## src/rtl/dpb_pkg.sv

```systemverilog
// ----------------------------------------------------------------------------
// dpb_pkg: shared types and constants for depth pixel back-projection
// Payload structs, the configuration register bank and its index codes.
// ----------------------------------------------------------------------------
package dpb_pkg;

    // Default elaboration limits
    localparam int MAX_WIDTH_DEF  = 4096;
    localparam int MAX_HEIGHT_DEF = 4096;
    localparam int MAX_STRIDE_DEF = 64;

    // Fixed internal widths (cover the full parameter ranges)
    localparam int POS_CMP_W    = 15;  // holds 16384 for width/row compares
    localparam int STRIDE_CMP_W = 9;   // holds 256 for stride compares
    localparam int MAG_W        = 18;  // |16*pos - center| magnitude
    localparam int CFG_INDEX_W  = 3;
    localparam int CFG_DATA_W   = 24;

    // Queue depths
    localparam int MID_DEPTH = 4;
    localparam int OUT_DEPTH = 8;

    // Register index codes
    localparam logic [CFG_INDEX_W-1:0] REG_IMAGE_WIDTH  = 3'd0;
    localparam logic [CFG_INDEX_W-1:0] REG_SAMPLE_STEP  = 3'd1;
    localparam logic [CFG_INDEX_W-1:0] REG_MIN_DEPTH    = 3'd2;
    localparam logic [CFG_INDEX_W-1:0] REG_MAX_DEPTH    = 3'd3;
    localparam logic [CFG_INDEX_W-1:0] REG_CENTER_X     = 3'd4;
    localparam logic [CFG_INDEX_W-1:0] REG_CENTER_Y     = 3'd5;
    localparam logic [CFG_INDEX_W-1:0] REG_INV_FOCAL_X  = 3'd6;
    localparam logic [CFG_INDEX_W-1:0] REG_INV_FOCAL_Y  = 3'd7;

    // Register reset values
    localparam logic [12:0] IMAGE_WIDTH_RST  = 13'd640;
    localparam logic [6:0]  SAMPLE_STEP_RST  = 7'd4;
    localparam logic [15:0] MIN_DEPTH_RST    = 16'd300;
    localparam logic [15:0] MAX_DEPTH_RST    = 16'd40000;
    localparam logic [15:0] CENTER_X_RST     = 16'd5120;
    localparam logic [15:0] CENTER_Y_RST     = 16'd3840;
    localparam logic [23:0] INV_FOCAL_X_RST  = 24'd33554;
    localparam logic [23:0] INV_FOCAL_Y_RST  = 24'd33554;

    typedef struct packed {
        logic [12:0] image_width;
        logic [6:0]  sample_step;
        logic [15:0] min_depth_mm;
        logic [15:0] max_depth_mm;
        logic [15:0] center_x_q4;
        logic [15:0] center_y_q4;
        logic [23:0] inv_focal_x;
        logic [23:0] inv_focal_y;
    } cfg_t;

    typedef struct packed {
        logic [15:0] depth_mm;
        logic        frame_start;
    } pixel_t;

    typedef struct packed {
        logic signed [31:0] point_x;
        logic signed [31:0] point_y;
        logic [15:0]        point_z;
        logic [23:0]        point_index;
    } point_t;

    // Kept pixel handed from front to back: offsets as sign and magnitude
    typedef struct packed {
        logic             x_neg;
        logic [MAG_W-1:0] x_mag;
        logic             y_neg;
        logic [MAG_W-1:0] y_mag;
        logic [15:0]      depth_mm;
        logic [23:0]      index;
    } kept_t;

endpackage

```

## src/rtl/dpb_front.sv

```systemverilog
// ----------------------------------------------------------------------------
// dpb_front: raster tracking and pixel selection
// Tracks column/row and stride phases, filters depth, and forms kept items.
// ----------------------------------------------------------------------------
module dpb_front #(
    parameter int MAX_WIDTH  = dpb_pkg::MAX_WIDTH_DEF,
    parameter int MAX_HEIGHT = dpb_pkg::MAX_HEIGHT_DEF,
    parameter int MAX_STRIDE = dpb_pkg::MAX_STRIDE_DEF
) (
    input  logic            clk,
    input  logic            rst_n,
    input  dpb_pkg::cfg_t   cfg,
    input  logic            accept,
    input  dpb_pkg::pixel_t pixel,
    output logic            keep_push,
    output dpb_pkg::kept_t  keep_item
);

    localparam int CW = (MAX_WIDTH > 1) ? $clog2(MAX_WIDTH) : 1;
    localparam int RW = (MAX_HEIGHT > 1) ? $clog2(MAX_HEIGHT) : 1;
    localparam int PW = (MAX_STRIDE > 1) ? $clog2(MAX_STRIDE) : 1;
    localparam int PCW = dpb_pkg::POS_CMP_W;
    localparam int SCW = dpb_pkg::STRIDE_CMP_W;
    localparam int MW  = dpb_pkg::MAG_W;

    logic [CW-1:0] column_reg, column_next, cur_column;
    logic [RW-1:0] row_reg, row_next, cur_row;
    logic [PW-1:0] col_phase_reg, col_phase_next, cur_col_phase;
    logic [PW-1:0] row_phase_reg, row_phase_next, cur_row_phase;
    logic [23:0]   count_reg, count_next, cur_count;

    logic [SCW-1:0] stride_eff;
    logic [PCW-1:0] width_eff;
    logic           keep;
    logic [MW-1:0]  p16_x, p16_y;

    // effective stride and width
    always_comb
    begin
        if (cfg.sample_step == '0)
        begin
            stride_eff = SCW'(1);
        end
        else if (SCW'(cfg.sample_step) > SCW'(MAX_STRIDE))
        begin
            stride_eff = SCW'(MAX_STRIDE);
        end
        else
        begin
            stride_eff = SCW'(cfg.sample_step);
        end

        if (cfg.image_width == '0)
        begin
            width_eff = PCW'(1);
        end
        else if (PCW'(cfg.image_width) > PCW'(MAX_WIDTH))
        begin
            width_eff = PCW'(MAX_WIDTH);
        end
        else
        begin
            width_eff = PCW'(cfg.image_width);
        end
    end

    // frame start clears position before the pixel is used
    always_comb
    begin
        if (pixel.frame_start)
        begin
            cur_column    = '0;
            cur_row       = '0;
            cur_col_phase = '0;
            cur_row_phase = '0;
            cur_count     = '0;
        end
        else
        begin
            cur_column    = column_reg;
            cur_row       = row_reg;
            cur_col_phase = col_phase_reg;
            cur_row_phase = row_phase_reg;
            cur_count     = count_reg;
        end
    end

    // selection: on the stride grid and inside the depth window
    assign keep = (cur_col_phase == '0) && (cur_row_phase == '0)
               && (pixel.depth_mm != '0)
               && (pixel.depth_mm >= cfg.min_depth_mm)
               && (pixel.depth_mm <= cfg.max_depth_mm);

    assign keep_push = accept && keep;

    // offset from principal point as sign and magnitude
    assign p16_x = MW'({cur_column, 4'b0000});
    assign p16_y = MW'({cur_row, 4'b0000});

    always_comb
    begin
        keep_item.x_neg = MW'(cfg.center_x_q4) > MW'({cur_column, 4'b0000});
        keep_item.x_mag = keep_item.x_neg ? MW'(cfg.center_x_q4) - p16_x
                                          : p16_x - MW'(cfg.center_x_q4);
        keep_item.y_neg = MW'(cfg.center_y_q4) > MW'({cur_row, 4'b0000});
        keep_item.y_mag = keep_item.y_neg ? MW'(cfg.center_y_q4) - p16_y
                                          : p16_y - MW'(cfg.center_y_q4);
        keep_item.depth_mm = pixel.depth_mm;
        keep_item.index    = cur_count;
    end

    // raster advance
    always_comb
    begin
        column_next    = cur_column;
        row_next       = cur_row;
        col_phase_next = cur_col_phase;
        row_phase_next = cur_row_phase;
        count_next     = keep ? cur_count + 24'd1 : cur_count;
        if (PCW'(cur_column) + PCW'(1) >= width_eff)
        begin
            column_next    = '0;
            col_phase_next = '0;
            if (PCW'(cur_row) + PCW'(1) >= PCW'(MAX_HEIGHT))
            begin
                row_next       = '0;
                row_phase_next = '0;
            end
            else
            begin
                row_next       = cur_row + 1'b1;
                row_phase_next = (SCW'(cur_row_phase) + SCW'(1) >= stride_eff)
                               ? '0 : cur_row_phase + 1'b1;
            end
        end
        else
        begin
            column_next    = cur_column + 1'b1;
            col_phase_next = (SCW'(cur_col_phase) + SCW'(1) >= stride_eff)
                           ? '0 : cur_col_phase + 1'b1;
        end
    end

    always_ff @(posedge clk or negedge rst_n)
    begin
        if (!rst_n)
        begin
            column_reg    <= '0;
            row_reg       <= '0;
            col_phase_reg <= '0;
            row_phase_reg <= '0;
            count_reg     <= '0;
        end
        else if (accept)
        begin
            column_reg    <= column_next;
            row_reg       <= row_next;
            col_phase_reg <= col_phase_next;
            row_phase_reg <= row_phase_next;
            count_reg     <= count_next;
        end
    end

    // kept pixels carry consecutive indexes within a frame
    a_index_step: assert property (@(posedge clk) disable iff (!rst_n)
        keep_push && !pixel.frame_start |-> keep_item.index == count_reg)
        else $error("kept index does not match running count");

    a_first_index: assert property (@(posedge clk) disable iff (!rst_n)
        keep_push && pixel.frame_start |-> keep_item.index == '0)
        else $error("first kept pixel of frame has nonzero index");

    a_phase_bound: assert property (@(posedge clk) disable iff (!rst_n)
        SCW'(col_phase_reg) < SCW'(MAX_STRIDE) || MAX_STRIDE == 1)
        else $error("column phase out of range");

endmodule

```

## config.mk

```make
export PLATFORM = sky130hd
export DESIGN_NAME = dpb_front
export DESIGN_NICKNAME = d
export VERILOG_FILES = /design/src/rtl/dpb_pkg.sv /design/src/rtl/dpb_front.sv
export SDC_FILE = /design/constraint.sdc
export NUM_CORES = 1
export LEC_CHECK = 0
export ABC_AREA = 1
export ABC_CLOCK_PERIOD_IN_PS = 7100
export BUFFER_PORTS_ARGS = -buffer_cell sky130_fd_sc_hd__buf_2
export CORE_AREA = 2 2 128 130
export CTS_CLUSTER_DIAMETER = 120
export DETAILED_ROUTE_END_ITERATION = 7
export DIE_AREA = 0 0 130 132
export PLACE_DENSITY = 0.87
export SLEW_MARGIN = 20
export SYNTH_ARGS = -nofsm -noshare
export SYNTH_HDL_FRONTEND = slang
export SYNTH_SLANG_ARGS = --single-unit
export TNS_END_PERCENT = 5
```

## constraint.sdc

```tcl
create_clock -name clk -period 7.1 [get_ports clk]
set_input_delay 1.42 -clock clk [delete_from_list [all_inputs] [get_ports clk]]
set_output_delay 1.42 -clock clk [all_outputs]
set_load 0.05 [all_outputs]
```

==> impl_results.md <==
- CTS resizes: 0
- Max Cap Violations: 0
- DIE WIDTH: roughly 130 um
- Initial antenna violation count: 0
- # DRC: 0
- Reg2reg setup slack: 2.93 ns
- Cell Chain, Critical Path: buf_2 -> inv_2 -> nand2_2 -> inv_1 -> ha_1 -> nand2_1 -> o21ai_1 -> a21oi_1 -> o21ai_1 -> nand2_1 -> inv_1 -> nand3_1 -> nand2_1 -> buf_2
- # clock sinks: 60
- DRT antenna net count: 0
- R2R depth: 22
- Top FF cell, synth: dfrtp_1
- Yosys warnings: 0
- Worst EP arrival: 5.01 ns
- Critical-path top delay cell: buf_2
- Slew Viols, Final: 0
- Root Buffer: clkbuf_16
- Register area share after synthesis: around 16%
- Status: finished, final reports clean
- Initial DRT Pass Iterations: 5
- Post-synthesis cell area: slightly above 9000 um2
- Min Tclk post-route: around 6.4 ns
- Crit. End Element: output port
- Routability-driven placement congestion ratio: around 0.94
- Share of cells above drive strength 1: between 10% and 20%
- Fmax: approximately 160 MHz
- # H-tree levels: 3
- Nets@finish: around 1900
- Power per Cell Area: 135 nW/um2
- Setup TNS: 0 ns
- DR vias/cell: ~5.2
- Number of synthesized flops with an enable pin: 0
- RSZ-0062 raised after global routing: false
- Routed vias: between 9000 and 10000
- Layout filler cell count: around 1500
- CTS tree: built
- Final HPWL DP: approximately 18000 um
- Worst Path Required: between 5 and 6 ns
- CORE AREA: approximately 16000 um2
- Finished layout cell area: approximately 10000 um2
- Peak VDD IR: between 0.1 and 0.15 mV
- Reg-to-Reg Start: column_reg[1]
- Hold buffer count at cts: 0
- Total CTS buffers: 9
- Die Y-Extent: roughly 130 um
- Diodes inserted: 0
- Initial Util: 59.1%
- PortBufs: about 180
- Hold Crit Start: row_reg[11]
- Hold Path Depth: 2
- Synthesis-stage register bit count: 60
- Setup Skew: between 0.006 and 0.007 ns
- Largest register FFs: 24
- Asr flop ratio synth: 100%
- Slowest stage delay, CP: 0.46 ns
- GRT overflow: 0
- Register area: between 1500 and 2000 um2
- Routed wire per std cell: 12.4 um
- Area of the multi-input gates: approximately 6400 um2
- Gr usage total: a little over a quarter
- Syn avg cell area: approximately 6.1 um2
- Hold WC Path Type: reg -> reg
- Largest net degree at the start of global routing: ~60
- Leak: between 5 and 6 nW
- Final Cycle Share: 90.6%
- Worst-path clk slew: 0.05 ns
- CTS max path bufs: 2
- Detailed Route Iter0 Violations: 543
- Worst-Skew Late Latency: 0.33 ns
- First-pass GRT wire length: 39200 um
- Headroom to the max-slew limit: 48.5%
- Boundary Pins: between 200 and 250
- Syn Nets: 1788
- DP Area: ~10000 um2
- Crit Path Category: in -> out
- Rows: 46
- Worst Setup SP: pixel[0]
- DIE AREA: about 17000 um2
- Most used cell along the critical path: nand2_1
- Synth unique cells: 47
- Vias in the first global route: roughly 9000
- Crit start category: input pin
- Post-CTS setup buffers: 0
- Fin. Hold Viols: 0
- Slew @ Worst Pin: roughly 0.77 ns
- Syn-to-layout area delta: 12.0%
- Final setup fails: 0
- WL final: about 23000 um
- Final Util: about two thirds
- CP Max Fanout: 25
- Cells after synthesis: between 1500 and 2000
==> kinds of logic (layout without fill, tap and decap cells) <==
| logic type | Yosys count | count (layout) | share of synthesized area, % |
|---|---|---|---|
| and+or+nand+nor | 767 | 767 | 35.4 |
| buffers and inverters | 328 | 465 | 15.3 |
| AOI/OAI and AO/OA | 177 | 177 | 10.6 |
| adders and majority gates | 118 | 118 | 16.1 |
| xor gates and xnor gates | 68 | 68 | 6.41 |
| DFF | 60 | 60 | 16.2 |
==> synthesized netlist by cell type (all sizes together) (3+ instances only) <==
cell type	number	area (um2)
a21boi	4	30.0
a21o	11	82.6
a21oi	71	367
buf	51	372
clkbuf	16	68.8
dfrtp	60	1500
ha	116	1450
inv	260	976
nand2	443	1680
nand3	72	365
nand3b	5	37.5
nand4	48	300
nor2	169	714
nor3	21	131
nor4	6	37.5
o21ai	70	354
o21bai	11	82.6
o22ai	3	18.8
xnor2	9	78.8
xor2	59	517
==> metal layers <==
| layer | wire [um] | track usage (%) | vias up |
|---|---|---|---|
| met5 | 0 | 0 | - |
| li1 | - | - | 5020 |
| met3 | 1500 | 3.33 | 35 |
| met2 | 11300 | 48.2 | 366 |
| met1 | 10000 | 33.7 | 4386 |
| met4 | 374 | 7.77 | 0 |
==> worst max-delay path: cells and delay by family <==
| family | cells | cell delay (ns) |
|---|---|---|
| and+or+nand+nor | 5 | 0.95 |
| adders and majority gates | 1 | 0.41 |
| buffers and inverters | 5 | 1.65 |
| AOI/OAI and AO/OA | 3 | 0.55 |
==> report_power, final <==
part           switching (mW)  total [mW]  internal (mW)
registers             0.00604       0.361          0.355
logic                   0.398       0.561          0.162
clock network           0.157       0.480          0.324
==> metrics by stage <==
stage,power (mW),hold WS [ns],cells,setup slack [ns]
after floorplan,0.797,0.449,1518,1.29
after global placement,0.913,0.461,1856,0.785
after global routing,1.48,0.500,1871,0.319
final,1.40,0.474,1871,0.670
after detailed placement,0.924,0.465,1856,0.750
after CTS,1.40,0.480,1871,0.733
==> final timing paths <==
path,endpoint
min in group asynchronous,count_reg[20]
setup / recovery,keep_item[56]
max in group asynchronous,row_phase_reg[1]
hold reg to reg,row_reg[11]
hold / removal,row_reg[11]
setup reg to reg,col_phase_reg[5]
==> cells in the final DEF, fill, tap and decap left out, types with 17 or more instances in the layout <==
cell and instances:
nand2_1 437, nand3_1 71, inv_1 259, o21ai_0 62
nor2_1 149, nor3_1 17, nand4_1 48, dfrtp_1 60
buf_2 182, a21oi_1 70, xor2_1 59, ha_1 116
==> area by class of cell <==
type	instances	share of cell area, %
multi-input cells	1130	61.2
flip-flops and latches	60	14.4
inverters	261	9.42
repair buffers	189	9.26
well taps	216	2.60
clock buffers	11	2.43
clock inverters	4	0.698
(Power assumes the default switching activity.)
