===== src/rtl/dpb_queue.sv =====
// ----------------------------------------------------------------------------
// dpb_queue: small synchronous FIFO
// Register-based queue with push/full and pop/empty; head shown while not empty.
// ----------------------------------------------------------------------------
module dpb_queue #(
    parameter int WIDTH = 8,
    parameter int DEPTH = 4
) (
    input  logic             clk,
    input  logic             rst_n,
    input  logic             push,
    input  logic [WIDTH-1:0] wr_data,
    output logic             full,
    input  logic             pop,
    output logic [WIDTH-1:0] rd_data,
    output logic             empty
);

    localparam int AW = (DEPTH > 1) ? $clog2(DEPTH) : 1;
    localparam int CW = $clog2(DEPTH + 1);

    logic [WIDTH-1:0] mem_reg [DEPTH];
    logic [AW-1:0]    wr_ptr_reg, wr_ptr_next;
    logic [AW-1:0]    rd_ptr_reg, rd_ptr_next;
    logic [CW-1:0]    count_reg, count_next;
    logic             do_push, do_pop;

    assign full    = (count_reg == CW'(DEPTH));
    assign empty   = (count_reg == '0);
    assign do_push = push && !full;
    assign do_pop  = pop && !empty;
    assign rd_data = mem_reg[rd_ptr_reg];

    // pointer and count update
    always_comb
    begin
        wr_ptr_next = wr_ptr_reg;
        rd_ptr_next = rd_ptr_reg;
        count_next  = count_reg;
        if (do_push)
        begin
            wr_ptr_next = (wr_ptr_reg == AW'(DEPTH - 1)) ? '0 : wr_ptr_reg + 1'b1;
        end
        if (do_pop)
        begin
            rd_ptr_next = (rd_ptr_reg == AW'(DEPTH - 1)) ? '0 : rd_ptr_reg + 1'b1;
        end
        if (do_push && !do_pop)
        begin
            count_next = count_reg + 1'b1;
        end
        else if (do_pop && !do_push)
        begin
            count_next = count_reg - 1'b1;
        end
    end

    always_ff @(posedge clk or negedge rst_n)
    begin
        if (!rst_n)
        begin
            wr_ptr_reg <= '0;
            rd_ptr_reg <= '0;
            count_reg  <= '0;
        end
        else
        begin
            wr_ptr_reg <= wr_ptr_next;
            rd_ptr_reg <= rd_ptr_next;
            count_reg  <= count_next;
        end
    end

    // storage
    always_ff @(posedge clk)
    begin
        if (do_push)
        begin
            mem_reg[wr_ptr_reg] <= wr_data;
        end
    end

endmodule


===== config.mk =====
export PLATFORM = sky130hd
export DESIGN_NAME = dpb_queue
export DESIGN_NICKNAME = d
export VERILOG_FILES = /design/src/rtl/dpb_queue.sv
export SDC_FILE = /design/constraint.sdc
export NUM_CORES = 1
export LEC_CHECK = 0
export ABC_AREA = 1
export BUFFER_PORTS_ARGS = -buffer_cell sky130_fd_sc_hd__buf_2
export CAP_MARGIN = 20
export CORE_MARGIN = 10
export CORE_UTILIZATION = 50
export DETAILED_ROUTE_END_ITERATION = 7
export MAX_ROUTING_LAYER = met4
export PLACE_DENSITY = 0.76
export RECOVER_POWER = 50
export SLEW_MARGIN = 20
export SYNTH_ARGS = -nofsm -noshare
export SYNTH_HDL_FRONTEND = slang
export SYNTH_SLANG_ARGS = --single-unit

===== constraint.sdc =====
create_clock -name clk -period 1.8 [get_ports clk]
set_input_delay 0.36 -clock clk [delete_from_list [all_inputs] [get_ports clk]]
set_output_delay 0.36 -clock clk [all_outputs]
set_load 0.005 [all_outputs]

==> results of run 1 <==
==> worst max-delay path: stages (launching register included) <==
cell	delay [ns]
dfrtp_1	0.44
inv_2	0.08
nand3_2	0.10
nand2_2	0.11
ha_1	0.16
inv_1	0.07
fa_2	0.34
nand2_1	0.10
nand3_1	0.09
nand2_1	0.08
nand2_1	0.06
==> path summary, 6_finish.rpt <==
| path | cells after the start | slack [ns] | from | end |
|---|---|---|---|---|
| hold / removal | 1 | 0.28 | wr_data[5] | mem_reg[3][5]$_DFFE_PP_ |
| setup reg to reg | 10 | 0.06 | count_reg[2]$_DFFE_PN0P_ | count_reg[2]$_DFFE_PN0P_ |
| max in group asynchronous | 2 | 1.06 | rst_n | wr_ptr_reg[0]$_DFFE_PN0P_ |
| min in group asynchronous | 2 | 0.45 | rst_n | rd_ptr_reg[1]$_DFFE_PN0P_ |
| hold reg to reg | 2 | 0.55 | wr_ptr_reg[1]$_DFFE_PN0P_ | wr_ptr_reg[1]$_DFFE_PN0P_ |
| setup / recovery | 10 | 0.06 | count_reg[2]$_DFFE_PN0P_ | count_reg[2]$_DFFE_PN0P_ |
==> power breakdown <==
group	switching (mW)	total [mW]	internal (mW)
logic	0.775	1.35	0.578
clock network	0.262	0.409	0.147
registers	0.0963	1.31	1.21
==> cell type report <==
cell class | instances | area share
repair buffers | 36 | 0.106
clock buffers | 6 | 0.0202
inverters | 32 | 0.0588
well taps | 46 | 0.0282
multi-input cells | 78 | 0.226
flip-flops and latches | 39 | 0.556
clock inverters | 2 | 0.00429
==> per-layer routing <==
layer | track usage | routed length [um]
met3 | 0.0383 | 163
met4 | 0.0789 | 44
met2 | 0.182 | 1640
met5 | - | 0
met1 | 0.109 | 1270
==> cells in the final DEF (no fill, tap or decap) <==
master	netlist	routed
xnor2_1	1	1
buf_2	0	12
clkbuf_4	0	5
o211ai_1	15	15
inv_2	1	3
nand2_2	1	2
buf_4	0	13
o21ai_1	0	1
clkbuf_1	0	10
clkinv_2	0	1
ha_1	6	6
nor2_1	6	6
nand3_2	0	2
nand3_1	7	5
clkinv_1	0	1
buf_8	0	1
edfxtp_1	32	32
nand4_1	1	1
dfrtp_1	7	7
dlygate4sd3_1	0	1
fa_2	0	1
nand2_1	38	37
o211ai_2	1	1
inv_1	31	29
==> logic make-up (layout without fill, tap and decap cells) <==
logic type / after synthesis / after routing / synth area share
adders and majority gates: 7 / 7 / 0.0541
AOI/OAI and AO/OA: 17 / 17 / 0.0740
DFF: 39 / 39 / 0.646
and+or+nand+nor: 53 / 53 / 0.121
xor gates and xnor gates: 1 / 1 / 0.00498
buffers and inverters: 37 / 76 / 0.100
==> metrics by stage <==
stage          TNS (ns)  instances
5_1_grt         -0.0218        239
3_3_place_gp          0        226
2_1_floorplan         0        154
4_1_cts               0        237
6_report              0        239
3_5_place_dp    -0.0596        226
==> repair_timing <==
item / CTS / global route
endpoints found under the hold margin: 7 / 0
hold buffers: 1 / 0
endpoints found under the setup margin: 1 / 10
pin swaps: 0 / 2
gates resized for setup: 2 / 7
gates cloned: 0 / 0
setup buffers: 2 / 2
==> flow_metrics.py, run 1 <==
metrics = {
    "route": {
        "wl_per_cell_um": 13.0,
        "num_vias": 1153,
        "first_iter_violations": 61,
        "first_pass_iters": 4,
        "drt_wl_total_mm": 3.11,
        "vias_per_cell": 4.82,
        "drc_errors": 0,
        "drtAntennaViolNets": 0,
    },
    "yosys": {
        "ys_seq_elements": 39,
        "synth_top_cell_area_share": 0.546,
        "synth_edf_count": 32,
        "ys.flop_type": "edfxtp_1",
        "synth_fp_nets": 173,
        "avgSynthCellArea_um2": 11.4,
        "synth_area_mm2": 0.00176,
        "ys_warn_count": 0,
        "synth_most_common_cell": "nand2_1",
        "async_reset_ff_frac": 0.179,
        "seq_area_frac_synth": 0.646,
        "synth.distinct_cells": 16,
        "synth_top_cell_by_area": "edfxtp_1",
        "syn_inst": 154,
        "yosys-top-cells-area": "edfxtp_1, dfrtp_1, nand2_1",
        "synthTopCellsByCount": "nand2_1, edfxtp_1, inv_1, o211ai_1",
    },
    "final_layout": {
        "fillers": 295,
        "drive_gt1_frac": 0.212,
        "final_util": 0.607,
        "nets": 211,
        "area_growth_pct": 16.1,
        "fin_area_mm2": 0.00204,
        "largest_reg_flops": 32,
        "multiInputGateArea_um2": 462,
        "n_antenna_cell": 0,
        "regArea_mm2": 0.00114,
    },
    "cts": {
        "cts_made_buffers": 5,
        "cts_root_buf": "clkbuf_4",
        "h-tree-depth": 2,
        "cts_sinks": 39,
        "cts_tree": "yes",
        "clkTransAtPathRegs_ns": 0.10,
        "clock_latency_ns": 0.33,
        "clock_path_buffers": 2,
    },
    "timing": {
        "relSlewSlack": 0.722,
        "maxSlewViolCount": 0,
        "tightest_slew_ns": 0.418,
        "fin_ws_ns": 0.0608,
        "finClkSkew_ns": 0.00783,
        "rsz0062_at_grt": "true",
        "hold_viol": 0,
        "whs_ns": 0.281,
        "post-route-period-util": 0.966,
        "fmax_ghz": 0.575,
        "min_period_ns": 1.74,
        "setup_viol": 0,
    },
    "power_and_ir_drop": {
        "ir_worst_vdd_uv": 688,
        "design_power_total_mw": 3.07,
        "leakagePower_nw": 0.912,
        "power.density_mw_per_mm2": 1500,
    },
    "global_route": {
        "grt_max_degree": 36,
        "antenna_found_initial": 0,
        "grt_use_total": 0.111,
        "grt.overflow.total": 0,
        "grt_first_pass_wirelength_mm": 5.21,
        "grt_pass1_vias": 1197,
    },
    "floorplanning": {
        "start_util": 0.523,
        "pin_count": 22,
        "die_area_mm2": 0.00629,
        "core_mm2": 0.00336,
        "die_h_um": 79.3,
        "die_w_um": 79.3,
        "rows": 21,
    },
    "placement": {
        "portBuffers": 21,
        "postPlaceCellArea_mm2": 0.00194,
        "dp_hpwl_mm": 2.27,
        "gp_congestion": 0.800,
        "post-place-ws_ns": -0.0596,
    },
    "setup_path": {
        "crit_type": "register to register",
        "crit_fanout": 4,
        "worstPathRequired_ns": 2.03,
        "end_kind": "register",
        "start_kind": "register",
        "arrival_ns": 1.97,
    },
    "outcome": {
        "status": "finished, final reports clean",
    },
    "min_path": {
        "min_path_type": "primary input to register",
    },
    "run": {
        "maxCapViolations": 0,
    },
}
Power figures use the tool's default switching activity.
==> run 2, diff against run 1 <==
--- a/config.mk
+++ b/config.mk
@@ -11,6 +11,7 @@
 export CORE_MARGIN = 10
 export CORE_UTILIZATION = 50
 export DETAILED_ROUTE_END_ITERATION = 7
+export GPL_TIMING_DRIVEN = 0
 export MAX_ROUTING_LAYER = met4
 export PLACE_DENSITY = 0.76
 export RECOVER_POWER = 50
==> flow_metrics.py, run 2 (synthesis gave the netlist of run 1 again) <==
metrics = {
    "route": {
        "vias_per_cell": 5.06,
        "wl_per_cell_um": 14.4,
        "first_pass_iters": 4,
        "drt_wl_total_mm": 3.49,
        "first_iter_violations": 40,
        "num_vias": 1225,
        "drtAntennaViolNets": 0,
        "drc_errors": 0,
    },
    "timing": {
        "tns_ns": 0,
        "hold_viol": 0,
        "setup_viol": 0,
        "fmax_ghz": 0.562,
        "whs_ns": 0.259,
        "finClkSkew_ns": 0.0121,
        "fin_ws_ns": 0.0192,
        "relSlewSlack": 0.478,
        "maxSlewViolCount": 0,
        "min_period_ns": 1.78,
        "rsz0062_at_grt": "true",
        "post-route-period-util": 0.989,
        "tightest_slew_ns": 0.779,
    },
    "cts": {
        "h-tree-depth": 2,
        "clock_latency_ns": 0.35,
        "clkTransAtPathRegs_ns": 0.12,
        "cts_root_buf": "clkbuf_4",
        "cts_made_buffers": 5,
        "cts_sinks": 39,
        "clock_path_buffers": 2,
        "cts_tree": "yes",
    },
    "final_layout": {
        "fillers": 278,
        "largest_reg_flops": 32,
        "fin_area_mm2": 0.00216,
        "area_growth_pct": 22.9,
        "layout.cells.non_filler": 242,
        "final_cell_mix": "nand2_1, edfxtp_1, inv_1",
        "final_common_cell": "nand2_1",
        "n_antenna_cell": 0,
        "nets": 214,
        "drive_gt1_frac": 0.260,
    },
    "setup_path": {
        "arrival_ns": 1.42,
        "crit_type": "register to output pin",
        "worstPathRequired_ns": 1.44,
        "crit_fanout": 10,
        "cp-startpoint": "rd_ptr_reg[0]$_DFFE_PN0P_",
        "end_kind": "output pin",
        "r2r_start": "count_reg[2]$_DFFE_PN0P_",
        "start_kind": "register",
        "r2r_slack_ns": 0.06,
    },
    "global_route": {
        "grt_first_pass_wirelength_mm": 5.57,
        "grt_use_total": 0.118,
        "grt_pass1_vias": 1219,
        "grt.overflow.total": 0,
        "antenna_found_initial": 0,
        "grt_max_degree": 14,
    },
    "floorplanning": {
        "die_h_um": 79.3,
        "die_area_mm2": 0.00629,
        "core_mm2": 0.00336,
        "die_w_um": 79.3,
        "rows": 21,
        "start_util": 0.523,
        "pin_count": 22,
    },
    "placement": {
        "post-place-ws_ns": -0.0867,
        "portBuffers": 21,
        "dp.cells": 221,
        "postPlaceCellArea_mm2": 0.00192,
        "dp_hpwl_mm": 2.25,
        "gp_congestion": 0.767,
    },
    "power_and_ir_drop": {
        "ir_worst_vdd_uv": 1100,
        "leakagePower_nw": 0.948,
        "power.density_mw_per_mm2": 1650,
    },
    "outcome": {
        "status": "finished, final reports clean",
    },
    "run": {
        "maxCapViolations": 0,
    },
    "min_path": {
        "min_from": "wr_data[2]",
        "min_path_type": "primary input to register",
    },
}
## run 2: cell count changes in the layout (fill, tap and decap cells not counted), sizes merged
cell,before,now
buf,26,29
clkinv,2,0
inv,32,31
clkbuf,15,14
clkinvlp,0,2
bufinv,0,2
## run 2: cell type report
class	count	area, um2	share of cell area
buffer	5	63.8	0.0295
clock buffer	5	37.5	0.0174
clock inverter	3	67.6	0.0313
inverter	32	124	0.0573
multi-input combinational	78	482	0.223
sequential	39	1140	0.525
tap	46	57.6	0.0266
timing repair buffer	34	194	0.0897
## run 2: critical path, stage by stage, from the launching register on
cell and delay (ns):
dfrtp_1 0.40, buf_6 0.14, buf_8 0.14, o211ai_1 0.19, nand2_1 0.08, buf_2 0.13
## run 2: stage by stage
step	total power, mW	util
floorplan	2.18	-
global placement	2.54	0.571
detailed placement	2.62	0.571
CTS	3.49	0.629
global route	3.84	0.643
finish	3.57	0.643
## run 2: worst paths after layout
path	depth (start not counted)	to
worst max-delay path	5	rd_data[4]
worst min-delay path	1	mem_reg[1][2]$_DFFE_PP_
worst max register to register	10	count_reg[2]$_DFFE_PN0P_
worst min register to register	2	wr_ptr_reg[1]$_DFFE_PN0P_
max in group asynchronous	2	rd_ptr_reg[0]$_DFFE_PN0P_
min in group asynchronous	2	count_reg[0]$_DFFE_PN0P_
## run 2: power breakdown
| group | total [mW] | switching, mW | internal [mW] |
|---|---|---|---|
| Clock | 0.715 | 0.284 | 0.432 |
| Combinational | 1.54 | 0.850 | 0.690 |
| Sequential | 1.32 | 0.102 | 1.21 |
| Total | 3.57 | 1.24 | 2.33 |
## run 2: timing repair
action / in CTS / in global routing
hold buffers: 1 / 0
gates resized for setup: 6 / 9
pin swaps: 3 / 18
buffers inserted: 8 / 4
hold endpoints to repair: 7 / 0
setup endpoints to repair: 29 / 17
## run 2: layer usage
metal	global-route usage	vias to the layer above	wire (um)
met5	-	-	0
met4	0.0323	0	42
met3	0.0428	5	176
met2	0.215	29	1870
met1	0.116	598	1400
li1	-	593	-
==> run 3, diff against run 2 <==
--- a/config.mk
+++ b/config.mk
@@ -10,10 +10,11 @@
 export CAP_MARGIN = 20
 export CORE_MARGIN = 10
 export CORE_UTILIZATION = 50
+export CTS_CLUSTER_SIZE = 16
 export DETAILED_ROUTE_END_ITERATION = 7
 export GPL_TIMING_DRIVEN = 0
 export MAX_ROUTING_LAYER = met4
-export PLACE_DENSITY = 0.76
+export PLACE_DENSITY_LB_ADDON = 0.12
 export RECOVER_POWER = 50
 export SLEW_MARGIN = 20
 export SYNTH_ARGS = -nofsm -noshare
==> flow_metrics.py, run 3 (synthesis gave the netlist of run 1 again) <==
metrics = {
    "outcome": {
        "status": "finished with violations",
        "violations": "setup timing",
    },
    "cts": {
        "clkTransAtPathRegs_ns": 0.11,
        "h-tree-depth": 2,
        "clock_path_buffers": 2,
        "cts_sinks": 39,
        "clock_latency_ns": 0.36,
        "cts_made_buffers": 5,
        "cts_root_buf": "clkbuf_4",
        "cts_tree": "yes",
    },
    "final_layout": {
        "final_cell_mix": "nand2_1, edfxtp_1, inv_1",
        "largest_reg_flops": 32,
        "nets": 209,
        "fin_area_mm2": 0.00207,
        "n_antenna_cell": 0,
        "final_common_cell": "nand2_1",
        "fillers": 300,
        "layout.cells.non_filler": 237,
        "drive_gt1_frac": 0.236,
        "area_growth_pct": 17.6,
    },
    "route": {
        "wl_per_cell_um": 14.7,
        "drtAntennaViolNets": 0,
        "first_iter_violations": 99,
        "first_pass_iters": 4,
        "vias_per_cell": 4.93,
        "drc_errors": 0,
        "drt_wl_total_mm": 3.48,
        "num_vias": 1169,
    },
    "timing": {
        "whs_ns": 0.251,
        "fin_ws_ns": -0.00278,
        "setup_viol": 1,
        "post-route-period-util": 1.00,
        "finClkSkew_ns": 0.0192,
        "tightest_slew_ns": 0.743,
        "hold_viol": 0,
        "relSlewSlack": 0.503,
        "min_period_ns": 1.80,
        "fmax_ghz": 0.555,
        "rsz0062_at_grt": "true",
        "maxSlewViolCount": 0,
    },
    "setup_path": {
        "cpMaxStageDelayCell": "dfrtp_1",
        "cp_top_family": "buffers and inverters",
        "worstPathRequired_ns": 1.44,
        "crit_fanout": 10,
        "end_kind": "output pin",
        "worst-path-buf-inv": 3,
        "r2r_start": "count_reg[1]$_DFFE_PN0P_",
        "slowest_delay_ns": 0.40,
        "rr_endpoint": "count_reg[2]$_DFFE_PN0P_",
        "arrival_ns": 1.44,
        "r2r_slack_ns": 0.06,
        "worstPathCellList": "buf_6 > buf_8 > o211ai_1 > nand2_1 > buf_2",
        "worst_r2r_path_depth": 10,
        "crit_type": "register to output pin",
        "start_kind": "register",
    },
    "global_route": {
        "grt.overflow.total": 0,
        "grt_pass1_vias": 1178,
        "grt_first_pass_wirelength_mm": 5.54,
        "grt_max_degree": 13,
        "antenna_found_initial": 0,
        "grt_use_total": 0.120,
    },
    "placement": {
        "dp_hpwl_mm": 2.28,
        "portBuffers": 21,
        "postPlaceCellArea_mm2": 0.00192,
        "dp.cells": 221,
        "post-place-ws_ns": -0.0642,
        "gp_congestion": 0.718,
    },
    "floorplanning": {
        "die_h_um": 79.3,
        "die_area_mm2": 0.00629,
        "core_mm2": 0.00336,
        "start_util": 0.523,
        "die_w_um": 79.3,
        "rows": 21,
        "pin_count": 22,
    },
    "min_path": {
        "min_from": "wr_data[3]",
        "hold-path-cell-count": 1,
        "min_path_type": "primary input to register",
        "worstHoldEndpoint": "mem_reg[0][3]$_DFFE_PP_",
    },
    "power_and_ir_drop": {
        "ir_worst_vdd_uv": 725,
        "leakagePower_nw": 0.901,
        "design_power_total_mw": 3.22,
        "power.density_mw_per_mm2": 1560,
    },
    "run": {
        "maxCapViolations": 0,
    },
}
-- run 3: changes by cell type in the layout (fill, tap and decap cells not counted), sizes merged --
cell | previous run | this run
buf | 29 | 24
bufinv | 2 | 0
clkbuf | 14 | 15
clkinv | 0 | 1
-- run 3: metrics by stage --
step,setup TNS (ns),utilization
after detailed placement,-0.202,0.571
after floorplan,0,-
after global routing,-0.504,0.615
final,-0.00278,0.615
after global placement,0,0.571
after CTS,-0.0103,0.609
-- run 3: metal layers --
layer / routed length [um] / up-vias / share of wire / GRT usage
met5: 0 / - / 0 / -
met4: 89 / 0 / 0.026 / 0.0699
met1: 1560 / 559 / 0.45 / 0.137
li1: - / 584 / - / -
met3: 113 / 8 / 0.032 / 0.0315
met2: 1730 / 18 / 0.50 / 0.188
-- run 3: cell type report --
| cell class | instances | area [um2] | share of cell area |
|---|---|---|---|
| flip-flops and latches | 39 | 1140 | 0.549 |
| multi-input cells | 78 | 482 | 0.233 |
| repair buffers | 29 | 156 | 0.0756 |
| inverters | 32 | 124 | 0.0599 |
| plain buffers | 5 | 60.1 | 0.0290 |
| well taps | 46 | 57.6 | 0.0278 |
| clock buffers | 6 | 41.3 | 0.0200 |
| clock inverters | 2 | 12.5 | 0.00605 |
-- run 3: worst max-delay path by stage --
stage	from	to	depth (start not counted)
final	rd_ptr_reg[0]$_DFFE_PN0P_	rd_data[7]	5
after global routing	rd_ptr_reg[0]$_DFFE_PN0P_	rd_data[7]	5
after CTS	count_reg[1]$_DFFE_PN0P_	count_reg[2]$_DFFE_PN0P_	10
after detailed placement	count_reg[0]$_DFFE_PN0P_	count_reg[1]$_DFFE_PN0P_	9
after global placement	count_reg[0]$_DFFE_PN0P_	count_reg[1]$_DFFE_PN0P_	9
after floorplan	count_reg[0]$_DFFE_PN0P_	count_reg[1]$_DFFE_PN0P_	9
-- run 3: timing repair --
action                                  CTS  global route
resized for setup                         7             7
pin swaps                                 8             5
setup buffers                             4             3
hold buffers                              1             0
endpoints found under the hold margin     7             0
endpoints found under the setup margin   19            27
-- run 3: where the power goes --
part / internal (mW) / switching [mW] / total [mW] / leakage [nW]
clock: 0.151 / 0.284 / 0.435 / 0.0282
sequential: 1.21 / 0.105 / 1.32 / 0.378
combinational: 0.637 / 0.832 / 1.47 / 0.495
total: 2.00 / 1.22 / 3.22 / 0.901
